--- src/design/qrm_pkg.sv ---
`default_nettype none

package qrm_pkg;

  // Field widths of the streaming channels.
  localparam int COMP_W = 16;
  localparam int ENTRY_W = 16;
  localparam int THR_W = 32;

  // Number of matrix entries, and so of divider lanes.
  localparam int LANES = 9;

  // Internal widths. Squares stay below 2^31, cross products are signed 32 bits,
  // the squared length reaches 2^32 and numerators reach +/-2^32.
  localparam int SQ_W = 31;
  localparam int PROD_W = 32;
  localparam int LEN_W = 33;
  localparam int NUM_W = 34;
  localparam int MAG_W = 33;

  // Quotient bits produced by the divider, one per stage.
  localparam int QBITS = 16;
  localparam int FRAC_SHIFT = 15;
  localparam int REM_W = MAG_W + FRAC_SHIFT;
  localparam int DEN_W = LEN_W + 1;
  localparam int CMP_W = DEN_W + QBITS;

  localparam logic signed [ENTRY_W-1:0] ONE_Q14 = 16'sd16384;

  typedef struct packed {
    logic signed [COMP_W-1:0] q_x;
    logic signed [COMP_W-1:0] q_y;
    logic signed [COMP_W-1:0] q_z;
    logic signed [COMP_W-1:0] q_w;
  } quat_t;

  typedef struct packed {
    logic [REM_W-1:0] rem;
    logic [QBITS-1:0] quo;
    logic             neg;
  } div_lane_t;

  typedef struct packed {
    div_lane_t [LANES-1:0] lane;
    logic [DEN_W-1:0]      den;
    logic                  degenerate;
  } div_item_t;

  typedef struct packed {
    logic [LANES-1:0][ENTRY_W-1:0] ent;
    logic                          degenerate;
  } result_t;

endpackage

`default_nettype wire

--- src/design/qrm_back.sv ---
`default_nettype none

module qrm_back (
  input  wire logic               clk,
  input  wire logic               rst,
  input  wire logic               in_valid,
  output logic                    in_ready,
  input  wire qrm_pkg::div_item_t in_data,
  output logic                    out_valid,
  input  wire logic               out_ready,
  output qrm_pkg::result_t        out_data
);

  localparam logic [qrm_pkg::ENTRY_W-1:0] POS_MAX = {1'b0, {(qrm_pkg::ENTRY_W-1){1'b1}}};
  localparam logic [qrm_pkg::ENTRY_W-1:0] NEG_MAX = {1'b1, {(qrm_pkg::ENTRY_W-1){1'b0}}};

  logic             vld;
  qrm_pkg::result_t res;
  qrm_pkg::result_t res_next;

  function automatic logic [qrm_pkg::ENTRY_W-1:0] sat_entry(logic [qrm_pkg::QBITS-1:0] q,
                                                          logic neg);
    logic [qrm_pkg::QBITS:0] negq;
    negq = (qrm_pkg::QBITS+1)'(0) - {1'b0, q};
    if (neg) begin
      return (q > NEG_MAX) ? NEG_MAX : negq[qrm_pkg::ENTRY_W-1:0];
    end else begin
      return (q > POS_MAX) ? POS_MAX : q;
    end
  endfunction

  always_comb begin
    res_next.degenerate = in_data.degenerate;
    for (int k = 0; k < qrm_pkg::LANES; k++) begin
      if (in_data.degenerate) begin
        res_next.ent[k] = (k % 4 == 0) ? qrm_pkg::ONE_Q14 : '0;
      end else begin
        res_next.ent[k] = sat_entry(in_data.lane[k].quo, in_data.lane[k].neg);
      end
    end
  end

  assign in_ready = !vld || out_ready;
  assign out_valid = vld;
  assign out_data = res;

  always_ff @(posedge clk) begin
    if (rst) begin
      vld <= 1'b0;
    end else if (in_ready) begin
      vld <= in_valid;
    end
  end

  always_ff @(posedge clk) begin
    if (in_ready) begin
      res <= res_next;
    end
  end

  a_identity: assert property (@(posedge clk) disable iff (rst)
    vld && res.degenerate |-> res.ent[0] == qrm_pkg::ONE_Q14 && res.ent[4] == qrm_pkg::ONE_Q14
      && res.ent[8] == qrm_pkg::ONE_Q14 && res.ent[1] == '0 && res.ent[5] == '0)
    else $error("degenerate result is not the identity");

  // Entries of a normalised rotation never exceed one in magnitude.
  a_bounded: assert property (@(posedge clk) disable iff (rst)
    vld && !res.degenerate |-> $signed(res.ent[0]) <= qrm_pkg::ONE_Q14
      && $signed(res.ent[0]) >= -qrm_pkg::ONE_Q14
      && $signed(res.ent[1]) <= qrm_pkg::ONE_Q14
      && $signed(res.ent[1]) >= -qrm_pkg::ONE_Q14)
    else $error("matrix entry out of the unit range");

endmodule

`default_nettype wire

--- config.mk ---
export PLATFORM = sky130hd
export DESIGN_NAME = qrm_back
export DESIGN_NICKNAME = d
export VERILOG_FILES = /design/src/design/qrm_pkg.sv /design/src/design/qrm_back.sv
export SDC_FILE = /design/constraint.sdc
export NUM_CORES = 1
export LEC_CHECK = 0
export BUFFER_PORTS_ARGS = -buffer_cell sky130_fd_sc_hd__clkbuf_2
export CAP_MARGIN = 0
export CORE_AREA = 3 3 299 301
export DETAILED_ROUTE_END_ITERATION = 10
export DIE_AREA = 0 0 302 304
export GPL_ROUTABILITY_DRIVEN = 0
export SLEW_MARGIN = 20
export SYNTH_ARGS = -nofsm -noshare
export SYNTH_HDL_FRONTEND = slang
export SYNTH_SLANG_ARGS = --single-unit
export TNS_END_PERCENT = 50
--- constraint.sdc ---
create_clock -name clk -period 6.4 [get_ports clk]
set_input_delay 0.64 -clock clk [delete_from_list [all_inputs] [get_ports clk]]
set_output_delay 0.64 -clock clk [all_outputs]
set_load 0.02 [all_outputs]
==> reports/results.txt, run 1 <==
The flow ran to the end, and the final reports show no timing, DRC or antenna violations. The area share of the leading cell type in the synthesized netlist was 0.461; the standby leakage power was 4.83 nW. Summing over every cut layer, the via total after detailed routing is 9610. Synthesis produced a netlist with a net count of 1673. The max-slew violation total from the final report was 0; the number of global-route vias before repair was 8727. The worst path arrival time is 3330 ps, and the count of antenna-violating nets left after detailed routing is 0. STA classifies the critical path startpoint as an input port.

For the number of nets in the layout, the log shows 1940. Clock-pin slew was measured on the worst setup and hold paths at 80 ps. STA classifies the critical path endpoint as a flop. The clock drives 146 sinks. Total routed wirelength: 45400 um. Setup repair after global routing left no endpoint under its margin. The run gives 2 as the number of buffers on the longest clock path.

The most used routing layer is met2. The via count normalized by instance count is 3.87, and the maximum clock frequency is 0.326 GHz. Global-route congestion overflow total: 0. The die covers 0.0918 mm^2. Across all setup checks in the final design, the least slack found is 3330 ps. At the placement stage, the worst setup path has a slack of 2690 ps. Summing every instance area after synthesis gives 0.00945 mm^2. Summed over all failing endpoints, the final setup total negative slack is 0 ps. The global routing usage on met2 was 0.143.

The biggest area contributor in the post-synthesis netlist is edfxtp_1. From synthesis to final layout, the design area changed by 36.0%. For the final-report setup violation count, the log shows 0.

The critical path ends at out_data[42]. Synthesis produced a netlist whose cell count is 1040. The number of input and output port buffers inserted came out at 304. Tracing the worst setup path back leads to its startpoint at in_data[169]. The logs give 0.109 for the effective utilization at floorplan and 2484 for the number of standard cells in the final layout excluding fillers. Once the clock tree was built, the resizer swapped 0 gates to a different size. After clock tree synthesis, the flow added hold-fix buffers numbering 0. The H-tree was split into 4 levels. Clock skew on the completed layout was measured at 9.84 ps.

For the headroom to the max-slew limit, the log shows 0.319. The die is 302 um wide. The average instance in the mapped netlist occupies 9.08 um^2. In the layout the commonest cells are 303 x clkbuf_2, 145 x edfxtp_1, 143 x nor2_1. The first detailed-routing pass took 5 iterations. In this run, synthesis produced a sequential element count of 146. The cell count of the worst reg-to-reg path came out at 2. The adder-cell share of the synthesized area works out to 0.0119. The time the final worst path needs with I/O delays and setup was 3070 ps; the largest fanout on the critical path was 10. TritonCTS built the clock tree. The post-synthesis mux area share is 0.00861, and the fraction of registers with async set or reset after synthesis is 0.

The global-route wire length before repair was 63700 um. Among all flip-flop cells after synthesis, the most frequent one is edfxtp_1. After floorplanning, the core was divided into 108 placement rows.

After synthesis, the largest family of logic cells by area is simple AND/OR/NAND/NOR gates. The tools report the source of the worst register-to-register timing path as out_valid. For the post-synthesis cell type count, the log shows 71. Ranked by total cell area, the synthesized netlist is headed by edfxtp_1 46%, nor2_1 5.7%, a21oi_1 3.9%. The slew of the pin with the lowest slew margin works out to 1020 ps.

The setup path with the least slack is of type input port to flop. The post-synthesis simple-gate area fraction was 0.260; the number of instances in the placed design was 2443. The most common library cell in the layout ignoring fill and taps was clkbuf_2. The type of the most critical hold path was input port to flop.

After routing the design area is 0.0128 mm^2. The total power density per cell area came out at 222 mW/mm^2. The Yosys step of the flow raised 0 warnings.

The xor-xnor portion of the synthesized cell area is 0.00464. The tools report the total core area as 0.0869 mm^2. The proportion of layout cells with a drive suffix above 1 came out at 0.280.

On the final layout, the worst hold slack is 313 ps. Sequential-to-total area share from yosys stat: 0.463. In this run the cell area measured after placement is 0.0122 mm^2. The worst register-to-register path has a setup slack of 4360 ps.

The count of fill cells added during filler insertion came out at 9869. The detail-routed net length per standard cell is 18.3 um, and the number of CTS-inserted buffers is 17. The worst-skew pair later-pin latency came out at 470 ps.

The fraction of met1 tracks used by global routing was 0.121; the detailed-route DRC error count was 0. The area fraction in compound gates after synthesis came out at 0.208. The met3 layer usage reported by global route was 0.0439; the portion of the clock cycle consumed by the worst path in the final layout was 0.480. The final count of hold timing violations was 0. The number of antenna violations at the first check in global routing was 6.

Number of max-cap violations: 0. Peak ir drop on the vdd network: 0.000193 V. The root buffer cell chosen for the clock tree is clkbuf_16. The run gives 0.0978 as the overall routing resource usage. At the worst endpoint, the required time is 6660 ps. Yosys mapped a number of flops with a built-in enable equal to 145. For this design the top-level I/O count stands at 771.

In this run the vertical extent of the chip is 304 um. The largest net degree at the start of global routing is 66, and the number of buffers inserted by post-CTS setup repair is 0. The worst flop-to-flop path endpoint is out_data[57]. After legalization and detailed placement, the total HPWL measured 36900 um. The DRC marker count from the first detailed-route iteration was 615.
==> stage by stage <==
stage	total power, mW	util
final	2.86	0.148
after global routing	3.01	0.148
after CTS	2.93	0.148
after detailed placement	1.84	0.141
after global placement	1.84	0.141
after floorplan	1.53	-
==> cells by family after synthesis <==
logic type,count (synthesis)
xor gates and xnor gates,5
DFF,146
muxes,8
adders and majority gates,9
AOI/OAI and AO/OA,291
buffers and inverters,104
and+or+nand+nor,477
==> critical path: stages <==
cell      delay, ps
clkbuf_2        250
nor4_1          630
nand4_1         430
o41ai_4         780
o21ai_0         190
a211oi_1        390
==> metal layers <==
metal | vias to the layer above | part of all wire
met5 | - | 0.00020
met1 | 4557 | 0.42
met2 | 408 | 0.43
met3 | 46 | 0.11
li1 | 4597 | -
met4 | 2 | 0.044
==> report_power, final <==
part | leakage [nW] | total [mW] | switching, mW | internal (mW)
Sequential | 1.62 | 1.18 | 0.0276 | 1.15
Clock | 0.285 | 1.05 | 0.497 | 0.555
Combinational | 2.93 | 0.624 | 0.445 | 0.179
Total | 4.83 | 2.86 | 0.969 | 1.89
==> cell usage after synthesis, drive strengths merged (24+ instances only) <==
cell,n
edfxtp,145
nor2,143
a21oi,74
nor3,71
nand2,66
clkbuf,55
o21ai,48
inv,42
a31oi,34
nand3,34
nor4,31
or3,28
a311oi,24
==> sequential cells by signal, indices dropped and copies added (netlist names) <==
signal	flops
out_data	145
out_valid	1
==> area by class of cell <==
| class | instances | area, um^2 | share of cell area |
|---|---|---|---|
| inverter | 42 | 158 | 0.0123 |
| multi-input combinational | 790 | 4690 | 0.365 |
| tap | 1155 | 1450 | 0.113 |
| timing repair buffer | 310 | 1570 | 0.122 |
| clock buffer | 17 | 425 | 0.0331 |
| clock inverter | 15 | 163 | 0.0127 |
| antenna | 9 | 22.5 | 0.00175 |
| sequential | 146 | 4370 | 0.341 |
==> how the worst min path moves through the flow <==
stage                     end  startpoint  cells after the start  slack [ps]
CTS                 out_valid         rst                      2         260
detailed placement  out_valid         rst                      2         800
global placement    out_valid         rst                      2         800
global route        out_valid         rst                      2         290
finish              out_valid         rst                      2         310
floorplan           out_valid         rst                      1         710
(Power assumes the default switching activity.)
==> run 2: changes to the inputs <==
Settings changed: CORE_AREA 3 3 299 301 to 3 3 297 299, DIE_AREA 0 0 302 304 to 0 0 300 302.
Clock period 6.4 ns to 2.74 ns, I/O delays scaled along.
==> reports/results.txt, run 2 (synthesized netlist as in run 1, its figures left out) <==
Number of input and output port buffers inserted: 304 (unchanged). The largest net degree at the start of global routing is 59 (-11%). The worst-skew pair later-pin latency is 460 ps (about the same), and the total negative slack for setup checks is 0 ps (unchanged). Fraction of power spent switching nets: 0.335 (-0.00414). The TritonCTS sink count came out at 146 (unchanged). The run gives 0.429 GHz as the maximum clock frequency. Cell at the root of the clock tree: clkbuf_16. The global-route congestion overflow total is 0 (unchanged), and the final count of hold timing violations is 0 (unchanged). Count of antenna-violating nets left after detailed routing: 0 (unchanged). For the number of buffers on the longest clock path, the log shows 2 (unchanged). The largest fanout on the critical path was 8 (-2); the fraction of power consumed by combinational cells was 0.225 (+0.007). The worst path arrival time is 2660 ps (-670 ps), and the flip-flop count of the largest register after layout is 145 (unchanged).

The smallest clock period supported by the final layout is computed as 2330 ps. The required time at the endpoint of the critical path is 3070 ps (-3590 ps), and the final setup skew is 12.0 ps (+2.14 ps). Number of CTS-inserted buffers: 17 (unchanged). The run gives 0.0982 (+0.000467) as the overall routing resource usage.

For the headroom to the max-slew limit, the log shows 0.491 (+0.171). The flow ran to the end, and the final reports show no timing, DRC or antenna violations. The tools report the detailed-route DRC error count as 0 (unchanged).

Traced cell by cell, the critical path runs through clkbuf_2, or4_4, or3_1, o311a_4, or2_1, a311oi_1, buf_4. For the number of nets in the layout, the log shows 1999 (+3.0%). The post-route worst hold slack was 166 ps (-147 ps); the portion of the clock cycle consumed by the worst path in the final layout was 0.850. The highest cell delay on the worst timing path is 550 ps (-230 ps), and the via count of the routed design is 9761 (+1.6%).

The proportion of layout cells with a drive suffix above 1 is 0.308 (+0.0289), and the detail-routed net length per standard cell is 18.0 um (-1.8%). The number of antenna violations at the first check in global routing came out at 13 (+7). In the layout the commonest cells are 303 x clkbuf_2, 145 x edfxtp_1, 143 x nor2_1. The clock slew at the register clock pins of the worst setup and hold paths is 70 ps (about the same).

The worst setup path is launched from an input port. The area of the die came out at 0.0906 mm^2 (-1.3%). The share of total power in sequential cells was 0.413 (about the same); the total core area was 0.0854 mm^2 (-1.7%). The total power density per cell area was 504 mW/mm^2 (+130%).

The total routed wirelength is 45400 um (about the same). The run gives 5 (unchanged) as the number of detailed-routing iterations run before antenna repair. The slew of the pin with the lowest slew margin was 760 ps (-256 ps); the peak ir drop on the vdd network was 0.000447 V (+130%). The via count normalized by instance count works out to 3.86 (-0.28%).

For the HPWL reported at the end of detailed placement, the log shows 37200 um (+0.75%). The critical path is of the input port to flop type. For the count of pins on the block boundary, the log shows 771 (unchanged). Height of the chip: 302 um (-0.66%). The number of standard cells in the final layout excluding fillers is 2530 (+1.9%), and the total net switching power is 2.24 mW (+130%). The final-report setup violation count is 0 (unchanged). The run gives 0 (unchanged) as the number of max-cap violations. TritonCTS built the clock tree. The DRC marker count from the first detailed-route iteration is 662 (+7.6%). The global-route wire length before repair was 63600 um (-0.22%).

On the critical path, the stage with the largest delay is an instance of or4_4. Setup repair after global routing left no endpoint under its margin. The layout overhead on the synthesized area is 40.6%, and the floorplan row count is 107 (-0.93%). The logs give 0 (unchanged) for the max-slew violation total from the final report and 4 (unchanged) for the H-tree level count. The standby leakage power came out at 5.13 nW (+6.2%). The fraction of the core area covered by cells at the end of the flow came out at 0.156 (+0.00769). The type of the most critical hold path was input port to flop. Effective utilization at floorplan: 0.111 (+0.00188). The logs give 2489 (+1.9%) for the number of instances in the placed design and 0.362 (-0.006) for the proportion of power drawn by the clock network. The width of the die works out to 300 um (-0.66%).

The count of fill cells added during filler insertion came out at 9780 (-0.90%). The element type at the critical path end was a flop. The internal power is 4.45 mW (+140%).

Leaving out fill and tap cells, the most frequent cell in the layout is clkbuf_2. The number of global-route vias before repair came out at 8873 (+1.7%).
run 2: cell count changes in the layout (fill, tap and decap cells not counted), sizes merged:
cell / previous run / this run
diode: 9 / 8
buf: 7 / 64
clkinv: 3 / 2
dlygate4sd3: 0 / 2
run 2: layout make-up:
class | count | area (um^2) | share of cell area
well taps | 1144 | 1430 | 0.108
repair buffers | 369 | 2050 | 0.155
clock buffers | 17 | 425 | 0.0320
multi-input cells | 790 | 4670 | 0.352
inverters | 42 | 158 | 0.0119
flip-flops and latches | 146 | 4370 | 0.329
diodes | 8 | 20.0 | 0.00151
clock inverters | 14 | 148 | 0.0111
run 2: worst max-delay path, delay by kind of cell:
family,cells,cell delay (ps)
AO/OA/AOI/OAI,2,790
buffers and inverters,2,320
AND/OR/NAND/NOR,3,1260
run 2: worst paths after layout:
path                      from      endpoint  slack [ps]  cells past startpoint
setup reg to reg     out_valid     out_valid         920                      4
setup / recovery  in_data[111]  out_data[27]         410                      7
hold / removal     in_data[43]   out_data[8]         170                      2
hold reg to reg      out_valid  out_data[99]         890                      1
run 2: power by group through the flow:
stage,Clock [mW],Sequential [mW],Combinational [mW]
CTS,2.54,2.77,1.54
global route,2.60,2.79,1.65
global placement,0,2.81,1.53
floorplan,0,3.08,0.481
finish,2.42,2.76,1.50
detailed placement,0,2.82,1.53
run 2: per-layer routing:
metal	global-route usage	vias up	wire length [um]
li1	-	4710	-
met1	0.122	4565	19000
met2	0.143	423	19300
met3	0.0468	53	5190
met4	0.0436	10	1850
met5	0	-	66
run 2: what timing repair did:
item / 4_1_cts / 5_1_grt
buffers inserted: 0 / 0
resized for setup: 0 / 0
hold endpoints to repair: 1 / 0
endpoints found under the setup margin: 0 / 0
hold buffers: 2 / 0
run 2: stage by stage:
step                      worst slack, ps  area [um^2]  power [mW]
after CTS                             392        13300        6.85
after floorplan                      73.7         9450        3.56
after global placement               -108        12700        4.35
after detailed placement             -104        12700        4.34
final                                 411        13300        6.69
after global routing                  366        13300        7.04
